--- config.mk ---
export PLATFORM = sky130hd
export DESIGN_NAME = ptpa_ctrl
export DESIGN_NICKNAME = d
export VERILOG_FILES = /design/src/rtl/ptpa_pkg.sv /design/src/rtl/ptpa_ctrl.sv
export SDC_FILE = /design/constraint.sdc
export NUM_CORES = 1
export LEC_CHECK = 0
export ABC_AREA = 1
export BUFFER_PORTS_ARGS = -buffer_cell sky130_fd_sc_hd__buf_2
export CELL_PAD_IN_SITES_DETAIL_PLACEMENT = 0
export CELL_PAD_IN_SITES_GLOBAL_PLACEMENT = 2
export CORE_AREA = 2 2 39 41
export DETAILED_ROUTE_END_ITERATION = 12
export DIE_AREA = 0 0 41 43
export PLACE_DENSITY = 0.51
export SYNTH_ARGS = -nofsm -noshare
export SYNTH_HDL_FRONTEND = slang
export SYNTH_SLANG_ARGS = --single-unit
--- constraint.sdc ---
create_clock -name clk -period 0.8 [get_ports clk]
set_input_delay 0.16 -clock clk [delete_from_list [all_inputs] [get_ports clk]]
set_output_delay 0.16 -clock clk [all_outputs]
set_load 0.01 [all_outputs]
--- src/rtl/ptpa_pkg.sv ---
package ptpa_pkg;

    // result status codes
    typedef enum logic [1:0] {
        ST_OK    = 2'd0,
        ST_EMPTY = 2'd1,
        ST_ALIGN = 2'd2,
        ST_RANGE = 2'd3
    } status_t;

    // operation codes, the last one does nothing
    typedef enum logic [1:0] {
        FN_ALLOC = 2'd0,
        FN_FREE  = 2'd1,
        FN_INIT  = 2'd2,
        FN_NOP   = 2'd3
    } func_t;

    // pool selector codes
    localparam logic [1:0] POOL_TOP  = 2'd0;
    localparam logic [1:0] POOL_MID  = 2'd1;
    localparam logic [1:0] POOL_LEAF = 2'd2;

    // configuration register indexes
    localparam logic [1:0] CFG_AREA_BASE  = 2'd0;
    localparam logic [1:0] CFG_AREA_ORDER = 2'd1;
    localparam logic [1:0] CFG_TOP_ORDER  = 2'd2;
    localparam logic [1:0] CFG_MID_ORDER  = 2'd3;

    // configuration reset values
    localparam logic [63:0] RST_AREA_BASE  = 64'd0;
    localparam logic [3:0]  RST_AREA_ORDER = 4'd12;
    localparam logic [3:0]  RST_TOP_ORDER  = 4'd8;
    localparam logic [3:0]  RST_MID_ORDER  = 4'd10;

    // controller to datapath commands
    typedef struct packed {
        logic capture;
        logic commit;
    } cmd_t;

endpackage

--- src/rtl/ptpa_ctrl.sv ---
module ptpa_ctrl (
    input  logic              clk,
    input  logic              rst_n,
    input  logic              in_valid,
    output logic              in_stall,
    output logic              out_valid,
    input  logic              out_stall,
    output ptpa_pkg::cmd_t    cmd
);

    typedef enum logic {
        S_IDLE,
        S_EXEC
    } state_t;

    state_t state_reg;
    logic   in_stall_reg;
    logic   out_valid_reg;

    always_comb
    begin
        cmd.capture = in_valid && !in_stall_reg;
        cmd.commit  = (state_reg == S_EXEC) && (!out_valid_reg || !out_stall);
    end

    always_ff @(posedge clk or negedge rst_n)
    begin
        if (!rst_n)
        begin
            state_reg     <= S_IDLE;
            in_stall_reg  <= 1'b0;
            out_valid_reg <= 1'b0;
        end
        else
        begin
            // a new result loads as the old one leaves, otherwise the register drains
            if (cmd.commit)
            begin
                out_valid_reg <= 1'b1;
            end
            else if (out_valid_reg && !out_stall)
            begin
                out_valid_reg <= 1'b0;
            end
            case (state_reg)
                S_IDLE:
                begin
                    if (cmd.capture)
                    begin
                        state_reg    <= S_EXEC;
                        in_stall_reg <= 1'b1;
                    end
                end
                S_EXEC:
                begin
                    if (cmd.commit)
                    begin
                        state_reg    <= S_IDLE;
                        in_stall_reg <= 1'b0;
                    end
                end
                default:
                begin
                    state_reg    <= S_IDLE;
                    in_stall_reg <= 1'b0;
                end
            endcase
        end
    end

    assign in_stall  = in_stall_reg;
    assign out_valid = out_valid_reg;

endmodule

# ---- Word-level counts from Yosys, hierarchy flattened
# Cells that the tools add are included.
dict set report word_totals {
  ff_bits 3
  input_bits 4
  output_inout_bits 4
  wordCells 23
}
dict set report classes {
  n_eq_ne 2
  muxes 8
  bitwise_logic 1
  n_reduce_logical 9
}
# operator count
set ops {}
lappend ops {{$mux 1} 6}
lappend ops {{$ne 2x2->1 const B} 2}
lappend ops {{$pmux 1 s2} 2}
lappend ops {{$logic_and 1x1->1} 3}
lappend ops {{$logic_not 1->1} 3}
lappend ops {{$reduce_and 2->1} 1}
lappend ops {{$reduce_bool 2->1} 1}
lappend ops {{$logic_or 1x1->1} 1}
lappend ops {{$not 1->1} 1}

# ---- Depth between registers and ports, before layout
# Gate-level depths: netlist of the first run.
dict set report depth {
  ltp_word 5
  ltp_mapped 5
  mapped_depth_nobuf 5
}

# ---- Least setup slack after synthesis of the first run
# Ideal clock, no wire load.
dict set report synth_path {
  path_kind {reg2out}
  start {register out_valid_reg (netlist: out_valid)}
  end {output port cmd[0] (netlist name)}
  arrival_ns 0.639
  required_ns 0.640
  slack_ns 0.001
  stages_incl_launch_ff 4
  path_buffers 0
  path_cell_list {dfrtp_1 nand2_1 nand2_1 inv_1}
}
# item line
set synth_rtl {}
lappend synth_rtl {{start, declared} ptpa_ctrl.sv:18} ;# logic out_valid_reg;
lappend synth_rtl {{start signal, assigned} ptpa_ctrl.sv:32} ;# out_valid_reg <= 1'b0;
lappend synth_rtl {{start signal, assigned} ptpa_ctrl.sv:39} ;# out_valid_reg <= 1'b1;
lappend synth_rtl {{start signal, assigned} ptpa_ctrl.sv:43} ;# out_valid_reg <= 1'b0;
lappend synth_rtl {{end, declared} ptpa_ctrl.sv:8} ;# output ptpa_pkg::cmd_t cmd

==> results.cfg, run 1 <==
[timing]
rsz0062_at_grt = true
slew_violations = 0
fin_skew_ps = 2.20
fmax_mhz = 957
timing.final.crit_share_pct = 131
min_period_ps = 1040
worst_pin_slew_ps = 115
hold_violations = 0
max-slew-margin-rel_pct = 92.4
tns_ps = -722
setup_violations = 5
timing.final.ws_setup_ps = -245

[power_and_ir_drop]
p_leak_nw = 0.149
power_frac_seq_pct = 34.9
power.switching_uw = 87.6
combPwrFrac_pct = 4.1
clkPwrFrac_pct = 61.0
ir_drop_mv = 0.514
powerDensity_nw_per_um2 = 1680
p_sw_share_pct = 20.0
p_int_uw = 350

[final_layout]
antenna_cells = 0
layout-drive-gt1-share_pct = 61.3
area_growth_pct = 96.2
stdcell_count = 47
final_nets = 36
final_area_um2 = 260

[drt]
routedWlPerCell_um = 7.45
vias = 144
drtIter0Drc = 7
drcViolationCount = 0
first_pass_iters = 2
wirelength_um = 350
ant_nets = 0
viasPerCell = 3.06

[placement]
port_buffers = 7
pre_cts_slack_ps = -62.0
gp_congestion = 0.669
placed_area_um2 = 188
dp_hpwl_um = 229
placed_cells = 40

[global_route]
grt_usage_pct = 5.63
grt_max_degree = 5
antenna_found_initial = 0
grt_pass1_wl_um = 558
first_global_vias = 142
gr-total-overflow = 0

[cts]
cts_made_buffers = 3
cts.clk_slew.worst_paths_ps = 40
htreeDepth = 1
cts_tree = yes
clk_latency_ps = 230
cts_root_buf = clkbuf_4
cts_sinks = 3
clk_path_buf_depth = 2

[setup_path]
reg2reg_slack_ps = -30
crit_buf_inv = 2
cp_cell_sequence = nand2_2 > nand2_2 > inv_2 > buf_6
crit_path_end_kind = output pin
cp_top_family = flip-flops
path_common_cell = nand2_2
path_class = reg -> out
cp_max_fo = 2
crit_slowest_cell = dfrtp_1
slowest_delay_ps = 380
critPathRequiredTime_ps = 640
arrival_ps = 880
start_kind = register

[die]
ios = 8
die_w_um = 41
rows = 14
start_util_pct = 9.58
die-height_um = 43
die_area_um2 = 1760
fp.coreArea_um2 = 1380

[run_status]
status = finished, violations left
failed_checks = negative setup slack

[yosys]
synthesis.area_um2 = 133
ys_warn_count = 0
synth_top_area_share_pct = 56.6
synthCells = 17
synth_nets = 21
synth_top_cell_by_area = dfrtp_1
synth_cell_type_count = 8
synth-seq-area-share_pct = 56.6
postSynthAreaPerCell_um2 = 7.80
synth_area_leaders = dfrtp_1 57%, nand2_1 14%, inv_1 11%, nand2_2 4.7%, nand3_1 3.8%
ys_seq_elements = 3

[job]
drv_cap = 0

[hold_path]
hold_path_class = in -> reg
## worst min-delay path: stages
cell	delay (ps)
buf_2	110
nand3_1	90
o21ai_2	60
## cell usage in the layout, fill, tap and decap left out, drive strengths merged
| cell type | instances |
|---|---|
| o21ai | 1 |
| clkbuf | 4 |
| dlygate4sd3 | 1 |
| dfrtp | 3 |
| inv | 5 |
| buf | 9 |
| nand3 | 1 |
| nor2 | 1 |
| nand2 | 6 |
## per-stage QoR
| step | total power [mW] | hold slack, ps | util [%] |
|---|---|---|---|
| after floorplan | 0.157 | -136 | - |
| after global placement | 0.168 | -43.3 | 13.6 |
| after detailed placement | 0.168 | -41.9 | 13.6 |
| after CTS | 0.456 | 216 | 17.1 |
| after global routing | 0.481 | 235 | 18.8 |
| final | 0.437 | 232 | 18.8 |
## power groups by stage
stage               logic, mW  registers (mW)  clock network, mW
finish                 0.0179           0.153              0.267
global route           0.0203           0.152              0.308
CTS                    0.0182           0.152              0.285
detailed placement     0.0139           0.155                  0
global placement       0.0133           0.155                  0
floorplan             0.00275           0.155                  0
## metal layers
layer  GRT usage, %  wire length, um  vias up
met1           6.15              175       60
met3           3.14               35        0
met2           5.00              138        8
met5              0                0        -
li1               -                -       76
met4           10.0                0        0
## cell usage after synthesis
cell type / n
nand3_1: 1
inv_1: 4
dfrtp_1: 3
nand2_2: 1
nor2_1: 1
o21ai_1: 1
inv_2: 1
nand2_1: 5
## kinds of logic (layout without fill, tap and decap cells)
logic type      count (synthesis)  count (layout)  synth area share (%)
compound gates                  1               1                  3.77
buf+inv                         5              19                  14.1
flops                           3               3                  56.6
simple gates                    8               8                  25.5
## what timing repair did
item,in CTS,in global routing
pin swaps,2,1
cloned,0,0
resized for setup,2,5
setup buffers,1,1
hold buffers,1,0
hold endpoints to repair,3,0
setup endpoints to repair,4,4
## path summary, 6_finish.rpt
check,startpoint,to,cells past startpoint
worst max-delay path,out_valid,cmd[0],4
worst min-delay path,in_valid,state_reg,3
worst max register to register,out_valid,state_reg,4
worst min register to register,state_reg,out_valid,2
max in group asynchronous,rst_n,in_stall,2
min in group asynchronous,rst_n,state_reg,2
## layout make-up
| cell class | instances | area, um^2 |
|---|---|---|
| fill | 160 | 1120 |
| clock buffer | 4 | 26.3 |
| inverter | 5 | 18.8 |
| multi-input combinational | 9 | 50.0 |
| timing repair buffer | 10 | 70.1 |
| sequential | 3 | 75.1 |
| tap | 16 | 20.0 |
(Power assumes the default switching activity.)
==> run 2: changes to the inputs <==
--- a/config.mk
+++ b/config.mk
@@ -14,4 +14,5 @@
 export DIE_AREA = 0 0 41 43
 export PLACE_DENSITY = 0.51
+export RECOVER_POWER = 25
 export SYNTH_ARGS = -nofsm -noshare
 export SYNTH_HDL_FRONTEND = slang
==> constraint.sdc (replaced) <==
create_clock -name clk -period 0.8 [get_ports clk]
set_input_delay 0.04 -clock clk [delete_from_list [all_inputs] [get_ports clk]]
set_output_delay 0.04 -clock clk [all_outputs]
set_load 0.01 [all_outputs]
==> results.cfg, run 2 (same netlist as run 1, synthesis figures left out) <==
[run_status]
status = finished, violations left
failed_checks = negative setup slack

[final_layout]
area_growth_pct = 89.6
final_common_cell = buf_2
utilization_pct = 18.2
final_cell_mix = 5 x buf_2, 4 x nand2_2, 3 x inv_1, 3 x clkbuf_4, 3 x dfrtp_1
layout-drive-gt1-share_pct = 54.8
stdcell_count = 47
final_area_um2 = 251
antenna_cells = 0
final_nets = 36

[die]
die-height_um = 43
die_w_um = 41
die_area_um2 = 1760
fp.coreArea_um2 = 1380
ios = 8
start_util_pct = 9.58
rows = 14

[power_and_ir_drop]
powerDensity_nw_per_um2 = 1720
ir_drop_mv = 0.545
p_leak_nw = 0.142

[timing]
min_period_ps = 928
fmax_mhz = 1080
tns_ps = -237
worst_pin_slew_ps = 156
max-slew-margin-rel_pct = 89.6
fin_skew_ps = 0.702
hold_violations = 0
timing.final.ws_setup_ps = -128
timing.final.crit_share_pct = 116
slew_violations = 0
rsz0062_at_grt = true
setup_violations = 5

[setup_path]
critPathRequiredTime_ps = 760
timing.rr.start = out_valid
crit_path_end_kind = output pin
r2r_cells = 5
start_kind = register
arrival_ps = 890
setup.worst_path.start = out_valid
reg2reg_slack_ps = -30
reg2reg_to = in_stall
path_class = reg -> out
endpoint = cmd[0]
cp_max_fo = 2

[global_route]
antenna_found_initial = 0
grt_pass1_wl_um = 593
grt_max_degree = 5
grt_usage_pct = 5.64
first_global_vias = 172
gr-total-overflow = 0

[cts]
cts_tree = yes
cts_made_buffers = 3
htreeDepth = 1
clk_path_buf_depth = 2
cts.clk_slew.worst_paths_ps = 40
clk_latency_ps = 230
cts_root_buf = clkbuf_4
cts_sinks = 3

[drt]
routedWlPerCell_um = 6.81
viasPerCell = 2.98
drcViolationCount = 0
vias = 140
ant_nets = 0
wirelength_um = 320
drtIter0Drc = 1
first_pass_iters = 2

[placement]
placed_area_um2 = 188
dp_hpwl_um = 225
gp_congestion = 0.679
port_buffers = 7
placed_cells = 40

[hold_path]
hold_path_class = in -> reg

[job]
drv_cap = 0
==> run 2: cell types whose count changed in the layout (fill, tap and decap cells not counted), sizes merged <==
cell,delta
clkbuf,+1
buf,-1
==> run 2: through the flow <==
stage | setup slack, ps | hold WS [ps] | total power [mW]
final | -128 | 110 | 0.433
after global routing | -171 | 142 | 0.463
after CTS | -171 | 102 | 0.447
after detailed placement | 42.3 | -163 | 0.168
after global placement | 64.4 | -163 | 0.168
after floorplan | 49.7 | -256 | 0.157
==> run 2: per-layer routing <==
layer / track usage (%) / wire length [um] / part of all wire, % / up-vias
met2: 6.56 / 124 / 39 / 8
li1: - / - / - / 76
met4: 8.00 / 0 / 0 / 0
met1: 5.52 / 161 / 50 / 56
met5: 0 / 0 / 0 / -
met3: 3.14 / 34 / 11 / 0
==> run 2: how the worst min path moves through the flow <==
stage / endpoint / slack (ps) / startpoint / cells past startpoint
floorplan: in_stall / -260 / rst_n / 0
global placement: out_valid / -160 / rst_n / 1
detailed placement: in_stall / -160 / rst_n / 1
CTS: state_reg / 100 / in_valid / 3
global route: state_reg / 140 / in_valid / 3
finish: state_reg / 110 / in_valid / 3
==> run 2: cell type report <==
type | count | area (um^2)
clock buffers | 4 | 26.3
fillers | 159 | 1130
inverters | 5 | 18.8
multi-input cells | 9 | 46.3
flip-flops and latches | 3 | 75.1
well taps | 16 | 20.0
repair buffers | 10 | 65.1
==> run 2: repair_timing <==
item,CTS,global route
buffers inserted,2,0
setup endpoints to repair,3,6
hold buffers,1,0
resized for setup,2,3
hold endpoints to repair,3,0
pin swaps,3,1
==> run 2: where the power goes <==
group	total (mW)	internal, mW	switching, mW
Combinational	0.0170	0.00921	0.00780
Sequential	0.153	0.153	0.000000000000000180
Clock	0.263	0.187	0.0764
Total	0.433	0.349	0.0842
==> run 2: worst max-delay path, stage by stage, from the launching register on <==
cell     delay [ps]
dfrtp_1         390
nand2_2          80
nand2_2          50
inv_2            50
buf_6            90
==> run 3: changes to the inputs <==
PLACE_DENSITY = 0.44   (was 0.51)
==> results.cfg, run 3 (same netlist as run 1, synthesis figures left out) <==
[power_and_ir_drop]
powerDensity_nw_per_um2 = 1710
total_power_uw = 442
p_leak_nw = 0.146
p_sw_share_pct = 21.1
clkPwrFrac_pct = 61.6
combPwrFrac_pct = 3.9
power.switching_uw = 93.3
p_int_uw = 349
power_frac_seq_pct = 34.5
ir_drop_mv = 0.810

[final_layout]
stdcell_count = 47
layout-drive-gt1-share_pct = 54.8
regArea_um2 = 75.1
multiInputGateArea_um2 = 47.5
final_nets = 36
antenna_cells = 0
final_area_um2 = 259
fillers = 155
area_growth_pct = 95.3
final_common_cell = buf_2

[timing]
hold_violations = 0
setup_violations = 3
timing.final.ws_setup_ps = -127
fmax_mhz = 1080
rsz0062_at_grt = true
timing.final.crit_share_pct = 116
fin_skew_ps = 7.34
slew_violations = 0
min_period_ps = 927
worst_pin_slew_ps = 158
max-slew-margin-rel_pct = 89.5

[cts]
htreeDepth = 1
cts_tree = yes
cts.clk_slew.worst_paths_ps = 40
clk_latency_ps = 240
cts_root_buf = clkbuf_4
cts_sinks = 3
cts_made_buffers = 3
clk_path_buf_depth = 2

[setup_path]
crit_slowest_cell = dfrtp_1
slowest_delay_ps = 380
path_class = reg -> out
path_common_cell = nand2_2
arrival_ps = 890
crit_path_end_kind = output pin
cp_max_fo = 2
cp_cell_sequence = nand2_2 > nand2_2 > inv_2 > buf_6
start_kind = register
critPathRequiredTime_ps = 760

[global_route]
gr-total-overflow = 0
grt_max_degree = 5
antenna_found_initial = 0
grt_pass1_wl_um = 558
first_global_vias = 148
grt_usage_pct = 5.64

[drt]
routedWlPerCell_um = 7.68
viasPerCell = 3.23
wirelength_um = 361
vias = 152
first_pass_iters = 4
drtIter0Drc = 10
drcViolationCount = 0
ant_nets = 0

[die]
rows = 14
die_w_um = 41
ios = 8
fp.coreArea_um2 = 1380
die_area_um2 = 1760
start_util_pct = 9.58
die-height_um = 43

[placement]
port_buffers = 7
placed_area_um2 = 188
dp_hpwl_um = 242
pre_cts_slack_ps = 36.1
placed_cells = 40
gp_congestion = 0.623

[run_status]
status = finished, violations left
failed_checks = negative setup slack

[hold_path]
hold_path_class = in -> reg

[job]
drv_cap = 0
-- run 3: per-layer routing --
metal  up-vias  global-route usage [%]  share of wire, %
met5         -                       0                 0
met4         0                    8.00               4.2
met3         2                    3.14                12
met2        14                    5.31                31
met1        60                    6.82                52
li1         76                       -                 -
-- run 3: final timing paths --
check / start / end / slack [ps] / cells after the start
max: out_valid / cmd[0] / -130 / 4
max reg2reg: out_valid / state_reg / 60 / 3
min: in_valid / state_reg / 120 / 3
min in group asynchronous: rst_n / out_valid / 140 / 2
min reg2reg: state_reg / out_valid / 530 / 2
max in group asynchronous: rst_n / in_stall / 500 / 2
-- run 3: area by class of cell --
type	instances	area share [%]
clock buffers	4	10.1
flip-flops and latches	3	29.0
repair buffers	10	27.5
inverters	5	7.25
multi-input cells	9	18.4
well taps	16	7.73
-- run 3: critical path: cells and delay by family, from the launching register on --
kind          cells  cell delay, ps
flops             1             380
simple gates      2             130
buf+inv           2             140
-- run 3: metrics by stage --
step | utilization (%) | hold WS (ps) | TNS (ps)
global placement | 13.6 | -163 | 0
floorplan | - | -256 | 0
detailed placement | 13.6 | -161 | 0
CTS | 17.6 | 119 | -376
finish | 18.7 | 118 | -302
global route | 18.7 | 139 | -447
-- run 3: repair_timing --
item	CTS	global route
setup buffers	2	0
pin swaps	2	1
hold buffers	1	0
endpoints found under the hold margin	3	0
setup endpoints to repair	3	5
gates resized for setup	2	4
-- run 3: power by group through the flow --
stage | Clock (mW) | Sequential, mW | Combinational (mW)
2_1_floorplan | 0 | 0.155 | 0.00275
5_1_grt | 0.297 | 0.152 | 0.0191
4_1_cts | 0.283 | 0.153 | 0.0183
6_report | 0.273 | 0.153 | 0.0171
3_3_place_gp | 0 | 0.155 | 0.0135
3_5_place_dp | 0 | 0.155 | 0.0139
